**config.mk**
```make
export PLATFORM = sky130hd
export DESIGN_NAME = vole_machine_step
export DESIGN_NICKNAME = d
export VERILOG_FILES = /design/src/hw/rtl/vms_pkg.sv /design/src/hw/rtl/vole_machine_step.sv /design/src/hw/rtl/vms_ram.sv
export SDC_FILE = /design/constraint.sdc
export NUM_CORES = 2
export LEC_CHECK = 0
export BUFFER_PORTS_ARGS = -buffer_cell sky130_fd_sc_hd__clkbuf_2
export CAP_MARGIN = 15
export CORE_MARGIN = 2
export CORE_UTILIZATION = 25
export CTS_BUF_LIST = sky130_fd_sc_hd__clkbuf_4 sky130_fd_sc_hd__clkbuf_8
export CTS_CLUSTER_DIAMETER = 50
export DETAILED_ROUTE_END_ITERATION = 10
export GPL_ROUTABILITY_DRIVEN = 0
export GPL_TIMING_DRIVEN = 1
export PLACE_DENSITY = 0.44
export SYNTH_ARGS = -nofsm -noshare
export SYNTH_HDL_FRONTEND = slang
export SYNTH_SLANG_ARGS = --single-unit
export TNS_END_PERCENT = 30
```
**constraint.sdc**
```tcl
create_clock -name clk -period 32.2 [get_ports clk]
set_input_delay 1.61 -clock clk [delete_from_list [all_inputs] [get_ports clk]]
set_output_delay 1.61 -clock clk [all_outputs]
set_load 0.02 [all_outputs]
```
**src/hw/rtl/vms_pkg.sv**
```systemverilog
// Package for the Vole machine step block: beat types, codes and the microcode table.
// Used by vole_machine_step; has no dependencies of its own.
package vms_pkg;

	// Machine sizes.
	localparam int NUM_REGISTERS = 16;
	localparam int MEMORY_BYTES  = 256;
	localparam int REG_IDX_W     = $clog2(NUM_REGISTERS);
	localparam int MEM_ADDR_W    = $clog2(MEMORY_BYTES);
	localparam int BYTE_W        = 8;

	// Input beat functions.
	localparam logic [1:0] FN_WRITE   = 2'd0;
	localparam logic [1:0] FN_EXEC    = 2'd1;
	localparam logic [1:0] FN_RESTART = 2'd2;
	localparam logic [1:0] FN_READ    = 2'd3;

	// Result status codes.
	localparam logic [1:0] ST_DONE    = 2'd0;
	localparam logic [1:0] ST_HALTED  = 2'd1;
	localparam logic [1:0] ST_ILLEGAL = 2'd2;

	// Opcodes (top nibble of the instruction word) and the halt word.
	localparam logic [3:0]  OP_LOAD  = 4'h1;
	localparam logic [3:0]  OP_LDI   = 4'h2;
	localparam logic [3:0]  OP_STORE = 4'h3;
	localparam logic [3:0]  OP_MOVE  = 4'h4;
	localparam logic [3:0]  OP_ADD   = 4'h5;
	localparam logic [3:0]  OP_JUMP  = 4'hB;
	localparam logic [15:0] HALT_WORD = 16'hC000;

	// Payload of an input beat.
	typedef struct packed {
		logic [1:0]            func;
		logic [MEM_ADDR_W-1:0] mem_addr;
		logic [BYTE_W-1:0]     mem_data;
		logic [REG_IDX_W-1:0]  reg_index;
	} item_t;

	// Payload of a result beat.
	typedef struct packed {
		logic [1:0]            status;
		logic [MEM_ADDR_W-1:0] pc;
		logic [15:0]           instruction;
		logic                  print_valid;
		logic [BYTE_W-1:0]     print_value;
		logic [BYTE_W-1:0]     read_value;
	} result_t;

	// Microcode step numbers. Steps that follow one another by plain
	// sequencing are numbered consecutively.
	localparam int STEP_W = 5;
	typedef logic [STEP_W-1:0] step_t;
	localparam step_t SP_IDLE  = 5'd0;
	localparam step_t SP_WRITE = 5'd1;
	localparam step_t SP_RST   = 5'd2;
	localparam step_t SP_READ  = 5'd3;
	localparam step_t SP_HALTX = 5'd4;
	localparam step_t SP_F0    = 5'd5;
	localparam step_t SP_F1    = 5'd6;
	localparam step_t SP_F2    = 5'd7;
	localparam step_t SP_LD0   = 5'd8;
	localparam step_t SP_LD1   = 5'd9;
	localparam step_t SP_LDI   = 5'd10;
	localparam step_t SP_ST    = 5'd11;
	localparam step_t SP_MOV   = 5'd12;
	localparam step_t SP_ADD0  = 5'd13;
	localparam step_t SP_ADD1  = 5'd14;
	localparam step_t SP_BR    = 5'd15;
	localparam step_t SP_HLT   = 5'd16;
	localparam step_t SP_ILL   = 5'd17;

	// Control word field encodings.
	typedef enum logic [1:0] {MA_PC, MA_PC1, MA_XY, MA_IN} ma_sel_t;
	typedef enum logic [0:0] {WD_IN, WD_REG} wd_sel_t;
	typedef enum logic [1:0] {RS_R, RS_S, RS_T, RS_IDX} rs_sel_t;
	typedef enum logic [0:0] {DST_R, DST_T} dst_sel_t;
	typedef enum logic [1:0] {SRC_MEM, SRC_XY, SRC_RD, SRC_SUM} src_sel_t;
	typedef enum logic [1:0] {PC_KEEP, PC_NEXT, PC_BR, PC_START} pc_op_t;
	typedef enum logic [1:0] {SQ_NEXT, SQ_FUNC, SQ_OP, SQ_DONE} seq_t;

	// One control word of the microprogram.
	typedef struct packed {
		ma_sel_t    ma_sel;
		logic       mem_we;
		wd_sel_t    wd_sel;
		rs_sel_t    rs_sel;
		logic       ld_ir_hi;
		logic       ld_ir_lo;
		logic       ld_a;
		logic       rf_we;
		dst_sel_t   rf_dst;
		src_sel_t   rf_src;
		pc_op_t     pc_op;
		logic       halt_set;
		logic       halt_clr;
		logic [1:0] status;
		logic       show_ir;
		logic       print_en;
		logic       read_en;
		seq_t       seq;
	} cw_t;

	localparam cw_t CW_NOP = '{
		ma_sel: MA_PC, mem_we: 1'b0, wd_sel: WD_IN, rs_sel: RS_R,
		ld_ir_hi: 1'b0, ld_ir_lo: 1'b0, ld_a: 1'b0, rf_we: 1'b0,
		rf_dst: DST_R, rf_src: SRC_MEM, pc_op: PC_KEEP,
		halt_set: 1'b0, halt_clr: 1'b0, status: ST_DONE,
		show_ir: 1'b0, print_en: 1'b0, read_en: 1'b0, seq: SQ_DONE
	};

	// The microprogram: one control word for each step.
	function automatic cw_t ucode(input step_t step);
		cw_t cw;
		cw = CW_NOP;
		case (step)
			SP_IDLE: begin
				cw.seq = SQ_FUNC;
			end
			SP_WRITE: begin
				cw.ma_sel = MA_IN;
				cw.mem_we = 1'b1;
				cw.wd_sel = WD_IN;
			end
			SP_RST: begin
				cw.pc_op    = PC_START;
				cw.halt_clr = 1'b1;
			end
			SP_READ: begin
				cw.rs_sel  = RS_IDX;
				cw.read_en = 1'b1;
			end
			SP_HALTX: begin
				cw.status = ST_HALTED;
			end
			SP_F0: begin
				cw.ma_sel = MA_PC;
				cw.seq    = SQ_NEXT;
			end
			SP_F1: begin
				cw.ma_sel   = MA_PC1;
				cw.ld_ir_hi = 1'b1;
				cw.seq      = SQ_NEXT;
			end
			SP_F2: begin
				cw.ma_sel   = MA_XY;
				cw.ld_ir_lo = 1'b1;
				cw.seq      = SQ_OP;
			end
			SP_LD0: begin
				cw.ma_sel = MA_XY;
				cw.seq    = SQ_NEXT;
			end
			SP_LD1: begin
				cw.ma_sel  = MA_XY;
				cw.rf_we   = 1'b1;
				cw.rf_dst  = DST_R;
				cw.rf_src  = SRC_MEM;
				cw.pc_op   = PC_NEXT;
				cw.show_ir = 1'b1;
			end
			SP_LDI: begin
				cw.rf_we   = 1'b1;
				cw.rf_dst  = DST_R;
				cw.rf_src  = SRC_XY;
				cw.pc_op   = PC_NEXT;
				cw.show_ir = 1'b1;
			end
			SP_ST: begin
				cw.ma_sel   = MA_XY;
				cw.mem_we   = 1'b1;
				cw.wd_sel   = WD_REG;
				cw.rs_sel   = RS_R;
				cw.print_en = 1'b1;
				cw.pc_op    = PC_NEXT;
				cw.show_ir  = 1'b1;
			end
			SP_MOV: begin
				cw.rs_sel  = RS_S;
				cw.rf_we   = 1'b1;
				cw.rf_dst  = DST_T;
				cw.rf_src  = SRC_RD;
				cw.pc_op   = PC_NEXT;
				cw.show_ir = 1'b1;
			end
			SP_ADD0: begin
				cw.rs_sel = RS_S;
				cw.ld_a   = 1'b1;
				cw.seq    = SQ_NEXT;
			end
			SP_ADD1: begin
				cw.rs_sel  = RS_T;
				cw.rf_we   = 1'b1;
				cw.rf_dst  = DST_R;
				cw.rf_src  = SRC_SUM;
				cw.pc_op   = PC_NEXT;
				cw.show_ir = 1'b1;
			end
			SP_BR: begin
				cw.rs_sel  = RS_R;
				cw.pc_op   = PC_BR;
				cw.show_ir = 1'b1;
			end
			SP_HLT: begin
				cw.halt_set = 1'b1;
				cw.status   = ST_HALTED;
				cw.show_ir  = 1'b1;
			end
			SP_ILL: begin
				cw.status  = ST_ILLEGAL;
				cw.show_ir = 1'b1;
			end
			default: begin
				cw = CW_NOP;
			end
		endcase
		return cw;
	endfunction

endpackage

```
**src/hw/rtl/vole_machine_step.sv**
```systemverilog
// Top level of the Vole machine step block: microcode sequencer, register file and datapath.
// Depends on vms_pkg and on vms_ram for the 256-byte main memory.

// One item at a time is taken, each ended by exactly one result beat. A memory write,
// restart, register read or execute while halted goes from idle through its working
// step back to idle; an executed instruction passes the fetch steps and then its opcode
// steps. The sequence is set by the single-port main memory with its registered read:
// two instruction byte reads and one data access go through it one after another, and
// the microprogram spends one step on each. After reset the block clears all 256 bytes
// of main memory and takes no item until that is done; the configuration port stays
// open throughout. Results wait in an output register, so the next item is taken while
// a result is still held; the start address may be written at any time.
module vole_machine_step
	import vms_pkg::*;
(
	input  logic       clk,
	input  logic       arst_n,
	input  logic       item_valid,
	output logic       item_stall,
	input  item_t      item,
	output logic       result_valid,
	input  logic       result_stall,
	output result_t    result,
	input  logic       cfg_valid,
	output logic       cfg_ready,
	input  logic [7:0] cfg_data
);

	// Sequencer and machine state.
	step_t                 step_q;
	logic                  clr_q;
	logic [MEM_ADDR_W-1:0] clr_cnt_q;
	logic [MEM_ADDR_W-1:0] start_q;
	logic [MEM_ADDR_W-1:0] pc_q;
	logic                  halted_q;
	logic [BYTE_W-1:0]     rf_q [NUM_REGISTERS];
	item_t                 in_q;
	logic [15:0]           ir_q;
	logic [BYTE_W-1:0]     a_q;
	result_t               res_q;
	logic                  res_valid_q;

	// Datapath signals.
	cw_t                   cw;
	logic                  accept;
	logic                  adv;
	step_t                 step_nxt;
	step_t                 func_target;
	step_t                 op_target;
	logic [15:0]           word_w;
	logic [REG_IDX_W-1:0]  r_idx;
	logic [REG_IDX_W-1:0]  s_idx;
	logic [REG_IDX_W-1:0]  t_idx;
	logic [REG_IDX_W-1:0]  rd_idx;
	logic [REG_IDX_W-1:0]  dst_idx;
	logic [BYTE_W-1:0]     rd_data;
	logic [BYTE_W-1:0]     rf_wdata;
	logic [MEM_ADDR_W-1:0] xy;
	logic                  xy_zero;
	logic [MEM_ADDR_W-1:0] pc_inc;
	logic [MEM_ADDR_W-1:0] pc_nxt;
	logic                  ram_we;
	logic [MEM_ADDR_W-1:0] ram_addr;
	logic [BYTE_W-1:0]     ram_wdata;
	logic [BYTE_W-1:0]     ram_rdata;
	result_t               res_w;

	// Current control word from the microprogram.
	assign cw = ucode(step_q);

	// Input handshake: items are taken only in the idle step once memory is cleared.
	assign item_stall = clr_q || (step_q != SP_IDLE);
	assign accept     = item_valid && !item_stall;
	assign cfg_ready  = 1'b1;

	// A finishing step waits while the previous result is still held.
	assign adv = !((cw.seq == SQ_DONE) && res_valid_q && result_stall);

	// Instruction fields.
	assign r_idx   = ir_q[11:8];
	assign s_idx   = ir_q[7:4];
	assign t_idx   = ir_q[3:0];
	assign xy      = ir_q[7:0];
	assign xy_zero = (xy == '0);

	// Register file read port and write data.
	always_comb begin
		case (cw.rs_sel)
			RS_R:    rd_idx = r_idx;
			RS_S:    rd_idx = s_idx;
			RS_T:    rd_idx = t_idx;
			RS_IDX:  rd_idx = in_q.reg_index;
			default: rd_idx = r_idx;
		endcase
		rd_data = rf_q[rd_idx];
		dst_idx = (cw.rf_dst == DST_T) ? t_idx : r_idx;
		case (cw.rf_src)
			SRC_MEM: rf_wdata = ram_rdata;
			SRC_XY:  rf_wdata = xy;
			SRC_RD:  rf_wdata = rd_data;
			SRC_SUM: rf_wdata = a_q + rd_data;
			default: rf_wdata = ram_rdata;
		endcase
	end

	// Program counter update.
	assign pc_inc = pc_q + MEM_ADDR_W'(2);
	always_comb begin
		case (cw.pc_op)
			PC_KEEP:  pc_nxt = pc_q;
			PC_NEXT:  pc_nxt = pc_inc;
			PC_BR:    pc_nxt = (rd_data == rf_q[0]) ? xy : pc_inc;
			PC_START: pc_nxt = start_q;
			default:  pc_nxt = pc_q;
		endcase
	end

	// Main memory port: the clearing pass owns it after reset.
	always_comb begin
		case (cw.ma_sel)
			MA_PC:   ram_addr = pc_q;
			MA_PC1:  ram_addr = pc_q + MEM_ADDR_W'(1);
			MA_XY:   ram_addr = xy;
			MA_IN:   ram_addr = in_q.mem_addr;
			default: ram_addr = pc_q;
		endcase
		ram_wdata = (cw.wd_sel == WD_REG) ? rd_data : in_q.mem_data;
		ram_we    = cw.mem_we && adv && !(cw.print_en && xy_zero);
		if (clr_q) begin
			ram_addr  = clr_cnt_q;
			ram_wdata = '0;
			ram_we    = 1'b1;
		end
	end

	vms_ram #(
		.DATA_W(BYTE_W),
		.DEPTH (MEMORY_BYTES)
	) u_mem (
		.clk  (clk),
		.we   (ram_we),
		.addr (ram_addr),
		.wdata(ram_wdata),
		.rdata(ram_rdata)
	);

	// Jump targets: by input function from idle, by opcode after the fetch.
	assign word_w = {ir_q[15:8], ram_rdata};
	always_comb begin
		case (item.func)
			FN_WRITE:   func_target = SP_WRITE;
			FN_EXEC:    func_target = halted_q ? SP_HALTX : SP_F0;
			FN_RESTART: func_target = SP_RST;
			FN_READ:    func_target = SP_READ;
			default:    func_target = SP_IDLE;
		endcase
		if (word_w == HALT_WORD) begin
			op_target = SP_HLT;
		end else begin
			case (word_w[15:12])
				OP_LOAD:  op_target = SP_LD0;
				OP_LDI:   op_target = SP_LDI;
				OP_STORE: op_target = SP_ST;
				OP_MOVE:  op_target = SP_MOV;
				OP_ADD:   op_target = SP_ADD0;
				OP_JUMP:  op_target = SP_BR;
				default:  op_target = SP_ILL;
			endcase
		end
	end

	// Next step of the sequencer.
	always_comb begin
		case (cw.seq)
			SQ_NEXT: step_nxt = step_q + STEP_W'(1);
			SQ_FUNC: step_nxt = accept ? func_target : SP_IDLE;
			SQ_OP:   step_nxt = op_target;
			SQ_DONE: step_nxt = SP_IDLE;
			default: step_nxt = SP_IDLE;
		endcase
		if (!adv) begin
			step_nxt = step_q;
		end
	end

	// Result beat assembled in the finishing step.
	always_comb begin
		res_w             = '0;
		res_w.status      = cw.status;
		res_w.pc          = pc_nxt;
		res_w.instruction = cw.show_ir ? ir_q : 16'h0000;
		res_w.print_valid = cw.print_en && xy_zero;
		res_w.print_value = (cw.print_en && xy_zero) ? rd_data : '0;
		res_w.read_value  = cw.read_en ? rd_data : '0;
	end

	// Control state, program counter and register file.
	always_ff @(posedge clk or negedge arst_n) begin
		if (!arst_n) begin
			step_q      <= SP_IDLE;
			clr_q       <= 1'b1;
			clr_cnt_q   <= '0;
			start_q     <= '0;
			pc_q        <= '0;
			halted_q    <= 1'b0;
			res_valid_q <= 1'b0;
			for (int i = 0; i < NUM_REGISTERS; i++) begin
				rf_q[i] <= '0;
			end
		end else begin
			step_q <= step_nxt;
			if (clr_q) begin
				clr_cnt_q <= clr_cnt_q + MEM_ADDR_W'(1);
				if (clr_cnt_q == '1) begin
					clr_q <= 1'b0;
				end
			end
			if (cfg_valid) begin
				start_q <= cfg_data;
			end
			if (adv) begin
				pc_q <= pc_nxt;
				if (cw.halt_set) begin
					halted_q <= 1'b1;
				end else if (cw.halt_clr) begin
					halted_q <= 1'b0;
				end
				if (cw.rf_we) begin
					rf_q[dst_idx] <= rf_wdata;
				end
			end
			if ((cw.seq == SQ_DONE) && adv) begin
				res_valid_q <= 1'b1;
			end else if (!result_stall) begin
				res_valid_q <= 1'b0;
			end
		end
	end

	// Payload registers: captured item, instruction word, operand and result.
	always_ff @(posedge clk) begin
		if (accept) begin
			in_q <= item;
		end
		if (cw.ld_ir_hi) begin
			ir_q[15:8] <= ram_rdata;
		end
		if (cw.ld_ir_lo) begin
			ir_q[7:0] <= ram_rdata;
		end
		if (cw.ld_a) begin
			a_q <= rd_data;
		end
		if ((cw.seq == SQ_DONE) && adv) begin
			res_q <= res_w;
		end
	end

	assign result_valid = res_valid_q;
	assign result       = res_q;

endmodule

```
**src/hw/rtl/vms_ram.sv**
```systemverilog
// Generic single-port RAM with a registered read, one access per cycle.
// No dependencies.
module vms_ram #(
	parameter int DATA_W = 8,
	parameter int DEPTH  = 256,
	parameter int ADDR_W = $clog2(DEPTH)
) (
	input  logic              clk,
	input  logic              we,
	input  logic [ADDR_W-1:0] addr,
	input  logic [DATA_W-1:0] wdata,
	output logic [DATA_W-1:0] rdata
);

	logic [DATA_W-1:0] mem_q [DEPTH];
	logic [DATA_W-1:0] rdata_q;

	// Write on enable; read data is registered and appears in the cycle after the address.
	always_ff @(posedge clk) begin
		if (we) begin
			mem_q[addr] <= wdata;
		end
		rdata_q <= mem_q[addr];
	end

	assign rdata = rdata_q;

endmodule
```
==> reports/metrics.csv <==
stage,metric,value,unit
logic_synthesis,synthFlopType,edfxtp_1,
critical_path,crit_arrival,8110,ps
logic_synthesis,synth-edff-count,2135,
place,place_ws,24610,ps
critical_path,start_kind,flip-flop,
global_route,grt_overflow,0,
cts,clkSlewWorstSetupHoldPaths,60,ps
timing,clock_skew,89.8,ps
cts,root_buffer,clkbuf_8,
global_route,antenna_found_initial,22,
logic_synthesis,synth_common_cells,"edfxtp_1 (2135), nand2_1 (635), nor2_1 (409)",
finish,fin_nets,5816,
cts,clk_latency,1020,ps
power,p_int,6990,uW
place,port_buffers,79,
power,p_sw,5240,uW
place,placed_cell_area,99300,sq um
die,pin_count,81,
timing,rsz0062_at_grt,no,
die,num_rows,223,
worst_hold_path,hold_class,reg2reg,
timing,finalMaxSlewViolations,0,
drt,viasPerCell,4.82,
global_route,grt_first_pass_wirelength,420000,microns
finish,fillers,36871,
logic_synthesis,yosysSeqAreaShare,73.6,%
drt,drc_errors,0,
finish,design_area,107000,sq um
drt,wire_per_inst,27.2,microns
cts,hold_buffers,0,
drt,first_pass_iters,6,
cts,cts_resized,0,
outcome,status,"complete, no violations",
logic_synthesis,syn-num-nets,5556,
die,initial_core_util,25.1,%
logic_synthesis,yosysMostFrequentCell,edfxtp_1,
drt,drt_wl_total,300000,microns
drt,initialDrtViolationCount,5688,
logic_synthesis,yosys.cell_types.count,89,
power,seqPwrFrac,30.5,%
logic_synthesis,avgSynthCellArea,16.8,sq um
timing,setup_ws,24710,ps
logic_synthesis,ys_ff_latch,2303,
power,power.share.clock,21.1,%
drt,antenna_left,0,
critical_path,worstSetupPathType,reg2reg,
power,switching_share,42.8,%
logic_synthesis,async_flop_share,6.95,%
global_route,track_usage,15.6,%
power,cellLeakagePower,0.0346,uW
timing,fin_crit_sh,23.3,%
drt,vias,53125,
critical_path,end_kind,flip-flop,
logic_synthesis,netlist_area,92700,sq um
timing,fin_setup_tns,0,ps
place,dp_hpwl,180000,microns
global_route,grt_max_degree,200,
timing,maxSlewHeadroom,14.7,%
finish,area_growth,15.1,%
power,powerDensity,115,nW/um^2
logic_synthesis,synth_top_area_cell,edfxtp_1,
logic_synthesis,ys_top_cells_by_area,"edfxtp_1 (69%), mux4_2 (9.7%), dfrtp_1 (4.3%)",
cts,cts_buffers,390,
timing,worst_slew_pin_slew,1280,ps
logic_synthesis,synth_top_area_share,69.1,%
timing,clock.fmax,0.134,GHz
logic_synthesis,synth_cells,5504,
power,peakVddDrop,154,uV
cts,clk_path_buf_depth,4,
die,die_area,376000,sq um
logic_synthesis,yosys_warnings,0,
timing,finalHoldViolations,0,
cts,cts_tree,done,
global_route,grt_pass1_vias,52731,
die,die_y,613,microns
cts,htree_levels,5,
cts,clock_sink_count,2303,
cts,post-cts-setup-buffers,0,
finish,layout-drive-gt1-share,22.7,%
timing,finalCriticalPeriod,7490,ps
timing,setup_viol,0,
power,pwr-share-comb,48.5,%
die,die_x,613,microns
critical_path,critPathMaxFanout,91,
die,coreArea,369000,sq um
job,max_cap_viol_count,0,
critical_path,critical_path_required,32820,ps
-- worst paths after layout --
kind                       slack, ps       from                   to  cells after the start
min reg2reg                      470    rf_q[4]              rf_q[4]                      2
max                            24710  step_q[0]  u_mem.mem_q[149][1]                     15
min in group asynchronous        710     arst_n             rf_q[67]                      1
max in group asynchronous      29900     arst_n           start_q[1]                      2
max reg2reg                    24710  step_q[0]  u_mem.mem_q[149][1]                     15
min                              470    rf_q[4]              rf_q[4]                      2
-- state kept, by name (all words and copies together), names as in the netlist, 5 cells and up --
register     cells
a_q              8
start_q          8
in_q            20
rf_q           128
pc_q             8
ir_q            16
u_mem.rdata      8
u_mem.mem_q   2048
result          43
step_q           5
clr_cnt_q        8
-- cells in the final DEF, fill, tap and decap left out, types with 13 or more instances in the layout --
| cell | count |
|---|---|
| dfrtp_1 | 159 |
| ha_1 | 16 |
| a32oi_1 | 29 |
| nand2b_1 | 15 |
| nand3_1 | 194 |
| mux4_2 | 400 |
| buf_4 | 136 |
| inv_1 | 27 |
| a31o_2 | 22 |
| clkbuf_2 | 78 |
| mux2i_1 | 142 |
| and3_1 | 86 |
| nand2_1 | 626 |
| clkbuf_4 | 146 |
| nor2_1 | 399 |
| a211oi_1 | 55 |
| nand4_1 | 19 |
| clkinv_2 | 32 |
| nor4_1 | 21 |
| nor3_1 | 45 |
| mux2_2 | 62 |
| edfxtp_1 | 2135 |
| a31oi_1 | 70 |
| o21ai_0 | 93 |
| a311oi_1 | 33 |
| clkinv_1 | 88 |
| o32a_1 | 16 |
| clkbuf_8 | 402 |
| buf_12 | 14 |
| o22ai_1 | 16 |
| a21oi_1 | 159 |
| xnor2_1 | 13 |
| a22oi_1 | 37 |
| and2_1 | 33 |
-- metal layers --
layer	vias to the layer above	track usage, %	routed length, microns
met5	-	0	11
met4	2	4.27	8210
met3	479	2.69	20400
met2	1947	24.4	138000
met1	28429	22.2	133000
li1	22268	-	-
-- worst max-delay path, stage by stage, from the launching register on --
cell and delay [ps]:
dfrtp_1 430, inv_1 140, ha_1 440, nor2_1 220, a221oi_1 580, o2bb2ai_4 110
buf_4 380, nand2_1 540, buf_4 350, a211oi_1 110, o32a_1 360, and2_1 330
a211oi_4 250, buf_4 760, buf_4 900, buf_4 960
-- cells by family after synthesis --
kind of cell             Yosys count  share of synthesized area [%]
XOR/XNOR                          21                          0.198
multiplexers                     607                           12.1
AND/OR/NAND/NOR                 1515                           7.16
AO/OA/AOI/OAI                    648                           4.78
buffers and inverters            392                           1.93
adder cells (fa/ha/maj)           17                          0.238
other                              1                        0.00404
flip-flops                      2303                           73.6
-- power by group through the flow --
stage               clock network [uW]  logic [uW]  registers [uW]
floorplan                            0        3610            3890
global placement                     0        5960            3780
detailed placement                   0        5980            3780
CTS                               2640        5990            3720
global route                      2760        6260            3730
finish                            2580        5930            3730
-- stage by stage --
stage | total power, uW | cells | utilization (%) | hold WS, ps
final | 12200 | 11017 | 28.9 | 473
after global routing | 12800 | 11012 | 28.9 | 507
after CTS | 12400 | 11010 | 28.9 | 479
after detailed placement | 9760 | 10321 | 26.9 | 464
after global placement | 9740 | 10316 | 26.9 | 455
after floorplan | 7500 | 5504 | - | 442
-- layout make-up --
class	count	area, sq um	share of cell area, %
Timing Repair Buffer	231	1720	1.61
Sequential cell	2303	68300	64.0
Inverter	29	109	0.102
Tap cell	4950	6190	5.80
Clock buffer	548	6630	6.21
Clock inverter	141	808	0.757
Antenna cell	6	15.0	0.0141
Multi-Input combinational cell	2809	23000	21.5
Power figures use the tool's default switching activity.
